==> config.mk <==
export PLATFORM = sky130hd
export DESIGN_NAME = terminal_byte_run_segmenter_unit
export DESIGN_NICKNAME = d
export VERILOG_FILES = /design/src/rtl/tbrs_pkg.sv /design/src/rtl/tbrs_front.sv /design/src/rtl/tbrs_queue.sv /design/src/rtl/tbrs_back.sv /design/src/rtl/terminal_byte_run_segmenter_unit.sv
export SDC_FILE = /design/constraint.sdc
export NUM_CORES = 1
export LEC_CHECK = 0
export BUFFER_PORTS_ARGS = -buffer_cell sky130_fd_sc_hd__buf_2
export CORE_MARGIN = 5
export CORE_UTILIZATION = 57
export DETAILED_ROUTE_END_ITERATION = 7
export GPL_TIMING_DRIVEN = 0
export PLACE_DENSITY = 0.87
export SETUP_SLACK_MARGIN = 0.1
export SYNTH_ARGS = -nofsm -noshare
export SYNTH_HDL_FRONTEND = slang
export SYNTH_SLANG_ARGS = --single-unit
==> constraint.sdc <==
create_clock -name clk -period 11.8 [get_ports clk]
set_input_delay 1.77 -clock clk [delete_from_list [all_inputs] [get_ports clk]]
set_output_delay 1.77 -clock clk [all_outputs]
set_load 0.02 [all_outputs]
==> src/rtl/tbrs_pkg.sv <==
`default_nettype none

package tbrs_pkg;

  localparam int MAX_RUNS = 256;
  localparam int BUFFER_BYTES = 65536;
  localparam int RUNS_W = $clog2(MAX_RUNS + 1);
  localparam int QUEUE_DEPTH = 2;
  localparam int QPTR_W = $clog2(QUEUE_DEPTH);
  localparam int QCNT_W = $clog2(QUEUE_DEPTH + 1);
  localparam logic [16:0] LAST_POS = 17'(BUFFER_BYTES - 1);

  localparam logic [1:0] CLS_PRINT = 2'd0;
  localparam logic [1:0] CLS_ESC = 2'd1;
  localparam logic [1:0] CLS_UTF8 = 2'd2;

  localparam logic REC_RUN = 1'b0;
  localparam logic REC_SUMMARY = 1'b1;

  localparam logic [7:0] BYTE_BEL = 8'h07;
  localparam logic [7:0] BYTE_ESC = 8'h1B;
  localparam logic [7:0] BYTE_CSI = 8'h5B;
  localparam logic [7:0] BYTE_ST = 8'h5C;

  typedef enum logic [5:0] {
    PH_IDLE      = 6'b000001,
    PH_AFTER_ESC = 6'b000010,
    PH_CSI       = 6'b000100,
    PH_STR       = 6'b001000,
    PH_STR_ESC   = 6'b010000,
    PH_INTER     = 6'b100000
  } phase_t;

  typedef struct packed {
    logic [7:0] byte_value;
    logic       last_in_buffer;
  } byte_item_t;

  typedef struct packed {
    logic        record_kind;
    logic [1:0]  run_type;
    logic [15:0] run_offset;
    logic [16:0] run_length;
    logic [16:0] covered_bytes;
    logic        last_result;
  } rec_item_t;

  typedef struct packed {
    logic [1:0]  run_type;
    logic [15:0] run_offset;
    logic [16:0] run_length;
    logic [16:0] covered_bytes;
  } run_rec_t;

  typedef struct packed {
    logic        has_a;
    run_rec_t    rec_a;
    logic        has_b;
    run_rec_t    rec_b;
    logic        has_sum;
    logic [16:0] sum_covered;
  } bundle_t;

endpackage

`default_nettype wire

==> src/rtl/tbrs_front.sv <==
`default_nettype none

module tbrs_front import tbrs_pkg::*; (
  input  wire logic       clk,
  input  wire logic       rst,
  input  wire logic       byte_valid,
  output logic            byte_ready,
  input  wire byte_item_t byte_item,
  input  wire logic       q_full,
  output logic            q_push,
  output bundle_t         q_data
);

  logic [16:0]       byte_position, byte_position_next;
  logic              run_open, run_open_next;
  logic [1:0]        current_class, current_class_next;
  logic [15:0]       run_begin, run_begin_next;
  logic [16:0]       committed_end, committed_end_next;
  phase_t            sequence_phase, sequence_phase_next;
  logic [1:0]        continuations_left, continuations_left_next;
  logic [RUNS_W-1:0] runs_emitted, runs_emitted_next;
  logic              halted, halted_next;

  logic [7:0]  b;
  logic [16:0] p_inc;
  logic        last;
  logic        fresh;
  logic        seq_done;
  phase_t      phase_adv;
  logic [1:0]  cls;
  logic        accept;
  bundle_t     bundle;

  assign byte_ready = !q_full;
  assign accept = byte_valid && byte_ready;
  assign b = byte_item.byte_value;
  assign p_inc = 17'(byte_position + 17'd1);
  assign last = byte_item.last_in_buffer || (byte_position >= LAST_POS);

  always_comb begin
    phase_adv = sequence_phase;
    seq_done = 1'b0;
    case (sequence_phase)
      PH_AFTER_ESC: begin
        if (b == BYTE_CSI) begin
          phase_adv = PH_CSI;
        end else if (b inside {8'h5D, 8'h50, 8'h5F, 8'h5E, 8'h6B}) begin
          phase_adv = PH_STR;
        end else if (b inside {[8'h20:8'h2F]}) begin
          phase_adv = PH_INTER;
        end else begin
          seq_done = 1'b1;
        end
      end
      PH_CSI: begin
        seq_done = b inside {[8'h40:8'h7E]};
      end
      PH_STR: begin
        if (b == BYTE_BEL) begin
          seq_done = 1'b1;
        end else if (b == BYTE_ESC) begin
          phase_adv = PH_STR_ESC;
        end
      end
      PH_STR_ESC: begin
        if (b == BYTE_ST || b == BYTE_BEL) begin
          seq_done = 1'b1;
        end else if (b != BYTE_ESC) begin
          phase_adv = PH_STR;
        end
      end
      default: begin
        seq_done = 1'b1;
      end
    endcase
  end

  always_comb begin
    if (b inside {[8'h20:8'h7E]}) begin
      cls = CLS_PRINT;
    end else if (b[7]) begin
      cls = CLS_UTF8;
    end else begin
      cls = CLS_ESC;
    end
  end

  always_comb begin
    byte_position_next = p_inc;
    run_open_next = run_open;
    current_class_next = current_class;
    run_begin_next = run_begin;
    committed_end_next = committed_end;
    sequence_phase_next = sequence_phase;
    continuations_left_next = continuations_left;
    runs_emitted_next = runs_emitted;
    halted_next = halted;
    fresh = 1'b1;
    bundle = '0;

    if (!halted) begin
      if (run_open && current_class == CLS_ESC && sequence_phase != PH_IDLE) begin
        fresh = 1'b0;
        if (seq_done) begin
          sequence_phase_next = PH_IDLE;
          committed_end_next = p_inc;
        end else begin
          sequence_phase_next = phase_adv;
        end
      end else if (run_open && current_class == CLS_UTF8 && continuations_left != 2'd0) begin
        if (b[7:6] == 2'b10) begin
          continuations_left_next = 2'(continuations_left - 2'd1);
          if (continuations_left_next == 2'd0) begin
            committed_end_next = p_inc;
          end
          fresh = 1'b0;
        end else begin
          continuations_left_next = 2'd0;
          committed_end_next = byte_position;
        end
      end

      if (fresh) begin
        if (run_open_next && cls != current_class_next) begin
          if (committed_end_next > {1'b0, run_begin_next}) begin
            bundle.has_a = 1'b1;
            bundle.rec_a.run_type = current_class_next;
            bundle.rec_a.run_offset = run_begin_next;
            bundle.rec_a.run_length = 17'(committed_end_next - {1'b0, run_begin_next});
            bundle.rec_a.covered_bytes = committed_end_next;
            runs_emitted_next = RUNS_W'(runs_emitted_next + 1'b1);
            if (runs_emitted_next >= RUNS_W'(MAX_RUNS)) begin
              halted_next = 1'b1;
            end
          end
          run_open_next = 1'b0;
          sequence_phase_next = PH_IDLE;
          continuations_left_next = 2'd0;
        end
        if (!halted_next) begin
          if (!run_open_next) begin
            run_open_next = 1'b1;
            current_class_next = cls;
            run_begin_next = byte_position[15:0];
            committed_end_next = byte_position;
          end
          if (cls == CLS_PRINT) begin
            committed_end_next = p_inc;
          end else if (cls == CLS_UTF8) begin
            if (b[7:5] == 3'b110) begin
              continuations_left_next = 2'd1;
            end else if (b[7:4] == 4'b1110) begin
              continuations_left_next = 2'd2;
            end else if (b[7:3] == 5'b11110) begin
              continuations_left_next = 2'd3;
            end else begin
              committed_end_next = p_inc;
            end
          end else if (b == BYTE_ESC) begin
            sequence_phase_next = PH_AFTER_ESC;
          end else begin
            committed_end_next = p_inc;
          end
        end
      end
    end

    if (last) begin
      if (run_open_next && committed_end_next > {1'b0, run_begin_next}) begin
        bundle.has_b = 1'b1;
        bundle.rec_b.run_type = current_class_next;
        bundle.rec_b.run_offset = run_begin_next;
        bundle.rec_b.run_length = 17'(committed_end_next - {1'b0, run_begin_next});
        bundle.rec_b.covered_bytes = committed_end_next;
      end
      bundle.has_sum = 1'b1;
      bundle.sum_covered = committed_end_next;
      byte_position_next = '0;
      run_open_next = 1'b0;
      current_class_next = CLS_PRINT;
      run_begin_next = '0;
      committed_end_next = '0;
      sequence_phase_next = PH_IDLE;
      continuations_left_next = 2'd0;
      runs_emitted_next = '0;
      halted_next = 1'b0;
    end
  end

  assign q_push = accept && (bundle.has_a || bundle.has_sum);
  assign q_data = bundle;

  always_ff @(posedge clk) begin
    if (rst) begin
      byte_position <= '0;
      run_open <= 1'b0;
      current_class <= CLS_PRINT;
      run_begin <= '0;
      committed_end <= '0;
      sequence_phase <= PH_IDLE;
      continuations_left <= 2'd0;
      runs_emitted <= '0;
      halted <= 1'b0;
    end else if (accept) begin
      byte_position <= byte_position_next;
      run_open <= run_open_next;
      current_class <= current_class_next;
      run_begin <= run_begin_next;
      committed_end <= committed_end_next;
      sequence_phase <= sequence_phase_next;
      continuations_left <= continuations_left_next;
      runs_emitted <= runs_emitted_next;
      halted <= halted_next;
    end
  end

endmodule

`default_nettype wire

==> src/rtl/tbrs_queue.sv <==
`default_nettype none

module tbrs_queue import tbrs_pkg::*; (
  input  wire logic    clk,
  input  wire logic    rst,
  input  wire logic    push,
  input  wire bundle_t push_data,
  output logic         full,
  input  wire logic    pop,
  output bundle_t      head,
  output logic         head_valid
);

  bundle_t           mem [QUEUE_DEPTH];
  logic [QPTR_W-1:0] wr_ptr;
  logic [QPTR_W-1:0] rd_ptr;
  logic [QCNT_W-1:0] count;
  logic              do_push;
  logic              do_pop;

  assign full = (count == QCNT_W'(QUEUE_DEPTH));
  assign head_valid = (count != '0);
  assign head = mem[rd_ptr];
  assign do_push = push && !full;
  assign do_pop = pop && head_valid;

  always_ff @(posedge clk) begin
    if (do_push) begin
      mem[wr_ptr] <= push_data;
    end
  end

  always_ff @(posedge clk) begin
    if (rst) begin
      wr_ptr <= '0;
      rd_ptr <= '0;
      count <= '0;
    end else begin
      if (do_push) begin
        wr_ptr <= (wr_ptr == QPTR_W'(QUEUE_DEPTH - 1)) ? '0 : QPTR_W'(wr_ptr + 1'b1);
      end
      if (do_pop) begin
        rd_ptr <= (rd_ptr == QPTR_W'(QUEUE_DEPTH - 1)) ? '0 : QPTR_W'(rd_ptr + 1'b1);
      end
      if (do_push && !do_pop) begin
        count <= QCNT_W'(count + 1'b1);
      end else if (do_pop && !do_push) begin
        count <= QCNT_W'(count - 1'b1);
      end
    end
  end

endmodule

`default_nettype wire

==> src/rtl/tbrs_back.sv <==
`default_nettype none

module tbrs_back import tbrs_pkg::*; (
  input  wire logic    clk,
  input  wire logic    rst,
  input  wire bundle_t head,
  input  wire logic    head_valid,
  output logic         pop,
  output logic         rec_valid,
  input  wire logic    rec_ready,
  output rec_item_t    rec_item
);

  logic      sent_a;
  logic      sent_b;
  logic      want_a;
  logic      want_b;
  logic      load;
  logic      final_rec;
  rec_item_t rec_sel;

  assign want_a = head.has_a && !sent_a;
  assign want_b = head.has_b && !sent_b;
  assign load = head_valid && (!rec_valid || rec_ready);

  always_comb begin
    rec_sel = '0;
    final_rec = 1'b1;
    if (want_a) begin
      final_rec = !head.has_sum;
      rec_sel.record_kind = REC_RUN;
      rec_sel.run_type = head.rec_a.run_type;
      rec_sel.run_offset = head.rec_a.run_offset;
      rec_sel.run_length = head.rec_a.run_length;
      rec_sel.covered_bytes = head.rec_a.covered_bytes;
    end else if (want_b) begin
      final_rec = 1'b0;
      rec_sel.record_kind = REC_RUN;
      rec_sel.run_type = head.rec_b.run_type;
      rec_sel.run_offset = head.rec_b.run_offset;
      rec_sel.run_length = head.rec_b.run_length;
      rec_sel.covered_bytes = head.rec_b.covered_bytes;
    end else begin
      rec_sel.record_kind = REC_SUMMARY;
      rec_sel.covered_bytes = head.sum_covered;
    end
    rec_sel.last_result = final_rec;
  end

  assign pop = load && final_rec;

  always_ff @(posedge clk) begin
    if (load) begin
      rec_item <= rec_sel;
    end
  end

  always_ff @(posedge clk) begin
    if (rst) begin
      rec_valid <= 1'b0;
      sent_a <= 1'b0;
      sent_b <= 1'b0;
    end else if (load) begin
      rec_valid <= 1'b1;
      if (final_rec) begin
        sent_a <= 1'b0;
        sent_b <= 1'b0;
      end else if (want_a) begin
        sent_a <= 1'b1;
      end else begin
        sent_b <= 1'b1;
      end
    end else if (rec_ready) begin
      rec_valid <= 1'b0;
    end
  end

endmodule

`default_nettype wire

==> src/rtl/terminal_byte_run_segmenter_unit.sv <==
// Splits a terminal-output buffer into runs of printable, control/escape and UTF-8
// bytes, one byte accepted per cycle. A byte that closes a run, or the last byte of
// a buffer, yields a bundle of up to three records that waits in a two-entry queue;
// the output stage sends one record per cycle, so with the output ready the input
// stalls only while bundles of two or three records drain. A byte's first record
// is written into the queue, then into the output register, and then presented.
`default_nettype none

module terminal_byte_run_segmenter_unit import tbrs_pkg::*; (
  input  wire logic       clk,
  input  wire logic       rst,
  input  wire logic       byte_valid,
  output logic            byte_ready,
  input  wire byte_item_t byte_item,
  output logic            rec_valid,
  input  wire logic       rec_ready,
  output rec_item_t       rec_item
);

  logic    q_push;
  logic    q_full;
  logic    q_pop;
  logic    q_head_valid;
  bundle_t q_data;
  bundle_t q_head;

  tbrs_front u_front (
    .clk        (clk),
    .rst        (rst),
    .byte_valid (byte_valid),
    .byte_ready (byte_ready),
    .byte_item  (byte_item),
    .q_full     (q_full),
    .q_push     (q_push),
    .q_data     (q_data)
  );

  tbrs_queue u_queue (
    .clk        (clk),
    .rst        (rst),
    .push       (q_push),
    .push_data  (q_data),
    .full       (q_full),
    .pop        (q_pop),
    .head       (q_head),
    .head_valid (q_head_valid)
  );

  tbrs_back u_back (
    .clk        (clk),
    .rst        (rst),
    .head       (q_head),
    .head_valid (q_head_valid),
    .pop        (q_pop),
    .rec_valid  (rec_valid),
    .rec_ready  (rec_ready),
    .rec_item   (rec_item)
  );

endmodule

`default_nettype wire

==> metrics.md, run 1 <==
| Metric | Value |
|---|---|
| Die Height | `194 microns` |
| Maxcap violations | `0` |
| Worst reg-to-reg path cell count | `27` |
| Overall die width | `just under 200 microns` |
| Routed Antenna Nets | `0` |
| Pwr dens | `around 180 nW/um^2` |
| Final WL | `~65 mm` |
| Clock buffer depth | `3` |
| Post-Syn Instances | `about 1800` |
| Hold_sp | `u_back.sent_b` |
| Hold Vio Cnt, Final | `0` |
| Hold Path Depth | `2` |
| CTS tree | `yes` |
| Final GP Congestion | `~1.0` |
| Final min period | `about 11000 ps` |
| Post-Layout Cell Count | `2365` |
| Post-CTS Setup Bufs | `0` |
| Status | `complete, no violations` |
| GRT Util Overall | `0.333` |
| Initial core utilization | `0.578` |
| Reg clk slew, reported paths | `roughly 60 ps` |
| Reg-to-reg setup timing slack | `approximately 1900 ps` |
| PostCTS Resize Cnt | `0` |
| DIE AREA | `~38000 sq um` |
| I/O Buffers | `between 60 and 70` |
| Slew Limit Headroom | `0.127` |
| Drt pass-1 iters | `7` |
| # setup viols final | `0` |
| I/O pin total | `slightly below 70` |
| Final HPWL DP | `roughly 47 mm` |
| Startpoint Class | `primary input` |
| Mapped Area | `19400 sq um` |
| Syn_nets | `between 1500 and 2000` |
| Worst R2R Start | `u_front.run_open` |
| Least-Margin Pin Slew | `around 1300 ps` |
| Worst Setup SP | `byte_item[4]` |
| Initial antenna violation count | `0` |
| Worst VDD drop | `between 0.15 and 0.2 mV` |
| Placed insts | `around 2300` |
| Worst endpoint required time | `about 12000 ps` |
| Leakage power | `7.47 nW` |
| Yosys reg bits | `about 380` |
| HP Class | `reg -> reg` |
| RSZ-0062 raised after global routing | `false` |
| Pin count of the biggest net entering global routing | `between 60 and 70` |
| Warnings from Yosys | `0` |
| Setup crit end kind | `register` |
| Routed wire per std cell | `around 28 microns` |
| CTS HTree Levels | `2` |
| Pins Over Slew Limit | `0` |
| Final Net Count | `approximately 1900` |
| Vias | `about 16000` |
| Clock Root Buffer | `clkbuf_16` |
| Synth cell types | `around 100` |
| Vias in the first global route | `15321` |
| First-pass GRT wire length | `just under 100 mm` |
| Layout cells sized above 1 | `0.102` |
| Async SR Flop Fraction | `0` |
| CTS Hold Bufs | `0` |
| Worst Skew | `around 19 ps` |
| Area grow syn2layout | `11.7%` |
| Rows | `67` |
| DRC | `0` |
| Syn_area_per_cell | `around 11 sq um` |
| Hold path endpoint | `u_back.sent_b` |
| Ys flop type | `edfxtp_1` |
| RR Endpoint | `u_queue.mem[1][53]` |
| Worst skew pair latency | `550 ps` |
| Crit path DAT | `11050 ps` |
| Seq/Total Area, Yosys | `0.549` |
| GR Overflow Total | `0` |
| Number of synthesized flops with an enable pin | `302` |
| Iter 0 DRT Violations | `roughly 2300` |
| CTS sink count | `roughly 380` |
| Core ar. | `33500 sq um` |
| Max Fanout on Critical Path | `10` |
| DR vias/cell | `6.83` |
| Setup TNS | `0 ps` |
| Inserted Clock Buffers | `40` |
| Kind of critical path | `in -> reg` |
| Peak Freq | `approximately 93 MHz` |
| Diodes inserted | `0` |
| Period utilisation layout | `0.914` |
[metal layers]
metal	GRT usage	part of all wire	vias to the layer above
met5	0	0	-
met4	0.138	0.048	0
met3	0.0658	0.10	186
met2	0.529	0.46	1106
met1	0.452	0.39	7849
li1	-	-	7005
[synthesized netlist by cell type, types with 14 or more instances]
cell type	number	area, sq um
a21oi_1	126	631
a22o_1	25	219
a31oi_1	20	125
and2_1	30	188
and3_1	16	100
buf_1	14	52.6
buf_2	17	85.1
clkbuf_1	83	312
dfxtp_1	79	1580
edfxtp_1	302	9070
ha_1	38	475
inv_1	52	195
mux2i_1	112	1120
nand2_1	121	454
nand2b_1	16	100
nand3_1	41	205
nand4_1	20	125
nor2_1	143	537
nor3_1	78	390
nor4_1	17	106
o211ai_1	33	248
o21a_1	14	105
o21ai_0	77	385
o22ai_1	42	263
xnor2_1	15	131
xor2_1	20	175
[through the flow]
| step | power, mW | cell area [sq um] | hold slack, ps | setup slack [ps] | utilization |
|---|---|---|---|---|---|
| after floorplan | 2.40 | 19400 | 436 | 552 | - |
| after global placement | 2.72 | 20300 | 445 | -3260 | 0.605 |
| after detailed placement | 2.75 | 20400 | 455 | 882 | 0.609 |
| after CTS | 3.98 | 21700 | 464 | 1340 | 0.646 |
| after global routing | 4.12 | 21700 | 485 | 807 | 0.646 |
| final | 3.98 | 21700 | 469 | 1010 | 0.646 |
[where the power goes]
group	leakage (nW)	total [mW]	internal [mW]	switching [mW]
clock	0.601	1.23	0.704	0.526
sequential	3.46	1.74	1.68	0.0570
combinational	3.41	1.01	0.305	0.703
[cells by family after synthesis]
kind of cell             share of synthesized area
multiplexers                                0.0601
XOR/XNOR                                    0.0158
flip-flops                                   0.549
AO/OA/AOI/OAI                                0.168
AND/OR/NAND/NOR                              0.144
buffers and inverters                       0.0367
adder cells (fa/ha/maj)                     0.0266
[state kept, by name (all words and copies together), names as in the netlist, 2 cells and up, named ones only]
| register | flops |
|---|---|
| u_front.run_begin | 16 |
| u_front.sequence_phase | 6 |
| u_front.byte_position | 17 |
| u_front.continuations_left | 2 |
| u_front.runs_emitted | 9 |
| u_front.committed_end | 17 |
| u_queue.count | 2 |
| u_back.rec_item | 54 |
| u_queue.mem | 248 |
| u_front.current_class | 2 |
[worst max-delay path by stage]
| stage | slack (ps) | endpoint |
|---|---|---|
| 6_report | 1010 | u_queue.mem[1][53] |
| 2_1_floorplan | 550 | u_queue.mem[0][0] |
| 4_1_cts | 1340 | u_queue.mem[0][53] |
| 3_3_place_gp | -3260 | u_queue.mem[0][119] |
| 3_5_place_dp | 880 | u_queue.mem[1][53] |
| 5_1_grt | 810 | u_queue.mem[0][46] |
[cell type report]
cell class / count / area (sq um)
Timing Repair Buffer: 70 / 448
Fill cell: 2549 / 11900
Multi-Input combinational cell: 1223 / 8050
Buffer: 121 / 513
Clock buffer: 47 / 1050
Inverter: 53 / 199
Clock inverter: 22 / 205
Tap cell: 448 / 561
Sequential cell: 381 / 10700
[layout by cell type, fill, tap and decap left out, drive strengths merged, types with 14 or more instances in the layout]
cell type	n
nor2	144
o21a	14
dfxtp	79
o22ai	42
xor2	20
o211ai	33
nand2b	16
and3	17
a31oi	21
clkbuf	130
nand3	42
xnor2	15
a21oi	127
mux2i	112
inv	57
nor4	18
ha	38
and2	30
nor3	80
buf	108
edfxtp	302
nand2	122
nand4	21
o21ai	83
a22o	26
[critical path: stages]
cell and delay [ps]:
clkbuf_1 330, nand3_1 270, o2111ai_1 340, nand3_2 240, nor4_1 1090, o21ai_0 230
o211ai_1 340, ha_1 400, and2_1 190, a221oi_1 360, a21oi_1 160, o21ba_2 270
o211ai_1 360, buf_2 330, a41oi_1 190, a22oi_1 710, inv_1 130, ha_1 340
nor2b_1 200, o31a_1 240, o211ai_1 190, a31oi_1 410, o41ai_1 160, o31ai_1 820
a211oi_4 140, buf_2 280, nor3_1 510
Power figures use the tool's default switching activity.
==> run 2, diff against run 1 <==
Settings changed: CORE_MARGIN 5 to 2.
==> run 2 against run 1 <==
Against the previous run: combinational power barely moved; setup slack improved by 150 ps; clock-buffer cell count did not move; sequential power barely moved; sequential cell count did not move; critical endpoint is now u_queue.mem[1][52]; maximum frequency rose by 1.4%; register-to-register slack got worse by 210 ps; sequential share of layout area barely moved; core utilization barely moved; critical path depth did not move; largest cell class unchanged; cell area barely moved; clock skew rose by 15 ps.
==> metrics.md, run 2 (synthesized netlist as in run 1, its figures left out) <==
| Metric | Value |
|---|---|
| Status | `complete, no violations (unchanged)` |
| RR Endpoint | `u_queue.mem[1][52] (was u_queue.mem[1][53])` |
| I/O pin total | `69 (unchanged)` |
| Max Fanout on Critical Path | `10 (unchanged)` |
| First-pass GRT wire length | `95.1 mm (was 96.6 mm)` |
| Inserted Clock Buffers | `39 (was 40)` |
| Final GP Congestion | `1.03 (about the same)` |
| Net Sw Frac | `0.324 (was 0.323)` |
| Final Net Count | `1943 (unchanged)` |
| Hold_sp | `u_front.run_begin[11] (was u_back.sent_b)` |
| Final hold slack | `475 ps (was 469 ps)` |
| Leakage power | `7.47 nW (about the same)` |
| Reg with most FFs | `u_queue.mem (unchanged)` |
| Crit path DAT | `10920 ps (was 11050 ps)` |
| Max reg flops | `248 (unchanged)` |
| Total power | `3.95 mW (was 3.98 mW)` |
| Reg clk slew, reported paths | `60 ps (about the same)` |
| Worst R2R Start | `u_front.run_open (unchanged)` |
| GRT Util Overall | `0.356 (was 0.333)` |
| Clock Root Buffer | `clkbuf_16 (unchanged)` |
| Vias | `16096 (was 16146)` |
| Layout cells sized above 1 | `0.102 (about the same)` |
| CTS HTree Levels | `2 (unchanged)` |
| Pins Over Slew Limit | `0 (unchanged)` |
| DIE AREA | `35500 sq um (was 37800 sq um)` |
| Pwr dens | `183 nW/um^2 (was 184 nW/um^2)` |
| GR Overflow Total | `0 (unchanged)` |
| CTS sink count | `381 (unchanged)` |
| Drt pass-1 iters | `6 (was 7)` |
| DR vias/cell | `6.79 (was 6.83)` |
| Rows | `67 (unchanged)` |
| Post-Place Cell Area | `20400 sq um (about the same)` |
| Sequential power share | `0.440 (was 0.438)` |
| Setup TNS | `0 ps (unchanged)` |
| Final min period | `10640 ps (was 10790 ps)` |
| Maxcap violations | `0 (unchanged)` |
| Worst endpoint required time | `12080 ps (was 12060 ps)` |
| Period utilisation layout | `0.902 (was 0.914)` |
| Initial core utilization | `0.578 (unchanged)` |
| Area grow syn2layout | `11.7% (about the same)` |
| Psw | `1.28 mW (was 1.29 mW)` |
| Hold Path Depth | `1 (was 2)` |
| Final HPWL DP | `46.3 mm (was 47.5 mm)` |
| Commonest non-fill, non-tap cell in the layout | `edfxtp_1 (unchanged)` |
| Combinational fraction of design power | `0.253 (about the same)` |
| Worst VDD drop | `0.205 mV (was 0.172 mV)` |
| Reg-to-reg setup timing slack | `1720 ps (was 1930 ps)` |
| Most frequent cells in the layout | `edfxtp_1, nor2_1, a21oi_1, nand2_1, mux2i_1 (unchanged)` |
| PostCTS Resize Cnt | `0 (unchanged)` |
| Final WL | `63.7 mm (was 65.3 mm)` |
| Worst reg-to-reg path cell count | `27 (unchanged)` |
| Least-Margin Pin Slew | `1160 ps (was 1300 ps)` |
| Vias in the first global route | `15424 (was 15321)` |
| Routed Antenna Nets | `0 (unchanged)` |
| Hold Vio Cnt, Final | `0 (unchanged)` |
| Clock buffer depth | `3 (unchanged)` |
| Core ar. | `33500 sq um (unchanged)` |
| Clock power share | `0.307 (was 0.309)` |
| Startpoint Class | `primary input (unchanged)` |
| Worst Skew | `33.3 ps (was 18.6 ps)` |
| Top Registers | `u_queue.mem (248), u_back.rec_item (54) (unchanged)` |
| Hold path endpoint | `u_front.run_begin[11] (was u_back.sent_b)` |
| CTS tree | `yes (unchanged)` |
| Overall die width | `188 microns (was 194 microns)` |
| Peak Freq | `94.0 MHz (was 92.7 MHz)` |
| Diodes inserted | `0 (unchanged)` |
| Post-CTS Setup Bufs | `0 (unchanged)` |
| Int Pwr | `2.67 mW (was 2.69 mW)` |
| Routed wire per std cell | `26.9 microns (was 27.6 microns)` |
| Kind of critical path | `in -> reg (unchanged)` |
| CTS Hold Bufs | `0 (unchanged)` |
| Pin count of the biggest net entering global routing | `70 (was 68)` |
| # setup viols final | `0 (unchanged)` |
| RSZ-0062 raised after global routing | `false (unchanged)` |
| Iter 0 DRT Violations | `2553 (was 2325)` |
| HP Class | `reg -> reg (unchanged)` |
| Die Height | `188 microns (was 194 microns)` |
| Setup crit end kind | `register (unchanged)` |
| Slew Limit Headroom | `0.223 (was 0.127)` |
| I/O Buffers | `64 (unchanged)` |
| Initial antenna violation count | `1 (was 0)` |
| Final Cell Area | `21700 sq um (about the same)` |
| DRC | `0 (unchanged)` |
| Worst skew pair latency | `560 ps (was 550 ps)` |
run 2: how the worst max path moves through the flow:
stage	startpoint	endpoint	cells after the start
4_1_cts	byte_item[1]	u_queue.mem[1][55]	27
2_1_floorplan	byte_item[1]	u_queue.mem[0][0]	15
6_report	byte_item[4]	u_queue.mem[1][52]	27
5_1_grt	byte_item[4]	u_queue.mem[0][55]	27
3_5_place_dp	byte_item[1]	u_queue.mem[0][55]	27
3_3_place_gp	byte_item[7]	u_queue.mem[0][118]	17
run 2: through the flow:
stage	instances	util	worst slack (ps)
floorplan	1778	-	552
global placement	2290	0.605	-3510
detailed placement	2297	0.609	968
CTS	2369	0.646	1530
global route	2369	0.646	1150
finish	2369	0.646	1160
run 2: metal layers:
layer | wire [microns] | track usage | part of all wire
met4 | 3280 | 0.161 | 0.051
met2 | 28700 | 0.558 | 0.45
met5 | 13 | 0 | 0.00020
met1 | 25100 | 0.487 | 0.39
met3 | 6550 | 0.0659 | 0.10
run 2: area by class of cell:
type | count | area, sq um
buffer | 121 | 513
timing repair buffer | 71 | 460
tap | 448 | 561
clock inverter | 25 | 221
sequential | 381 | 10700
multi-input combinational | 1223 | 8050
clock buffer | 47 | 1010
fill | 2585 | 11900
inverter | 53 | 199
run 2: critical path, cell delays in order:
cell and delay (ps):
clkbuf_1 330, nand4b_1 280, or4_4 620, and3_4 220, nand3_1 220, nand2_1 290, o211ai_1 720, ha_1 400
and2_1 200, a221oi_1 350, a21oi_1 170, o21ba_2 290, o211ai_1 430, buf_2 350, nand2_1 250, a31oi_1 700
inv_1 120, ha_1 400, o211ai_1 120, o21ai_0 240, o211ai_1 160, a31oi_1 350, o41ai_1 150, o31ai_1 860
a211oi_4 150, buf_2 290, nor3b_1 460
run 2: power groups by stage:
stage,registers [mW],logic (mW),clock network [mW]
3_3_place_gp,1.78,0.929,0
2_1_floorplan,1.91,0.496,0
5_1_grt,1.75,1.05,1.26
6_report,1.74,0.999,1.21
4_1_cts,1.74,0.983,1.21
3_5_place_dp,1.77,0.975,0
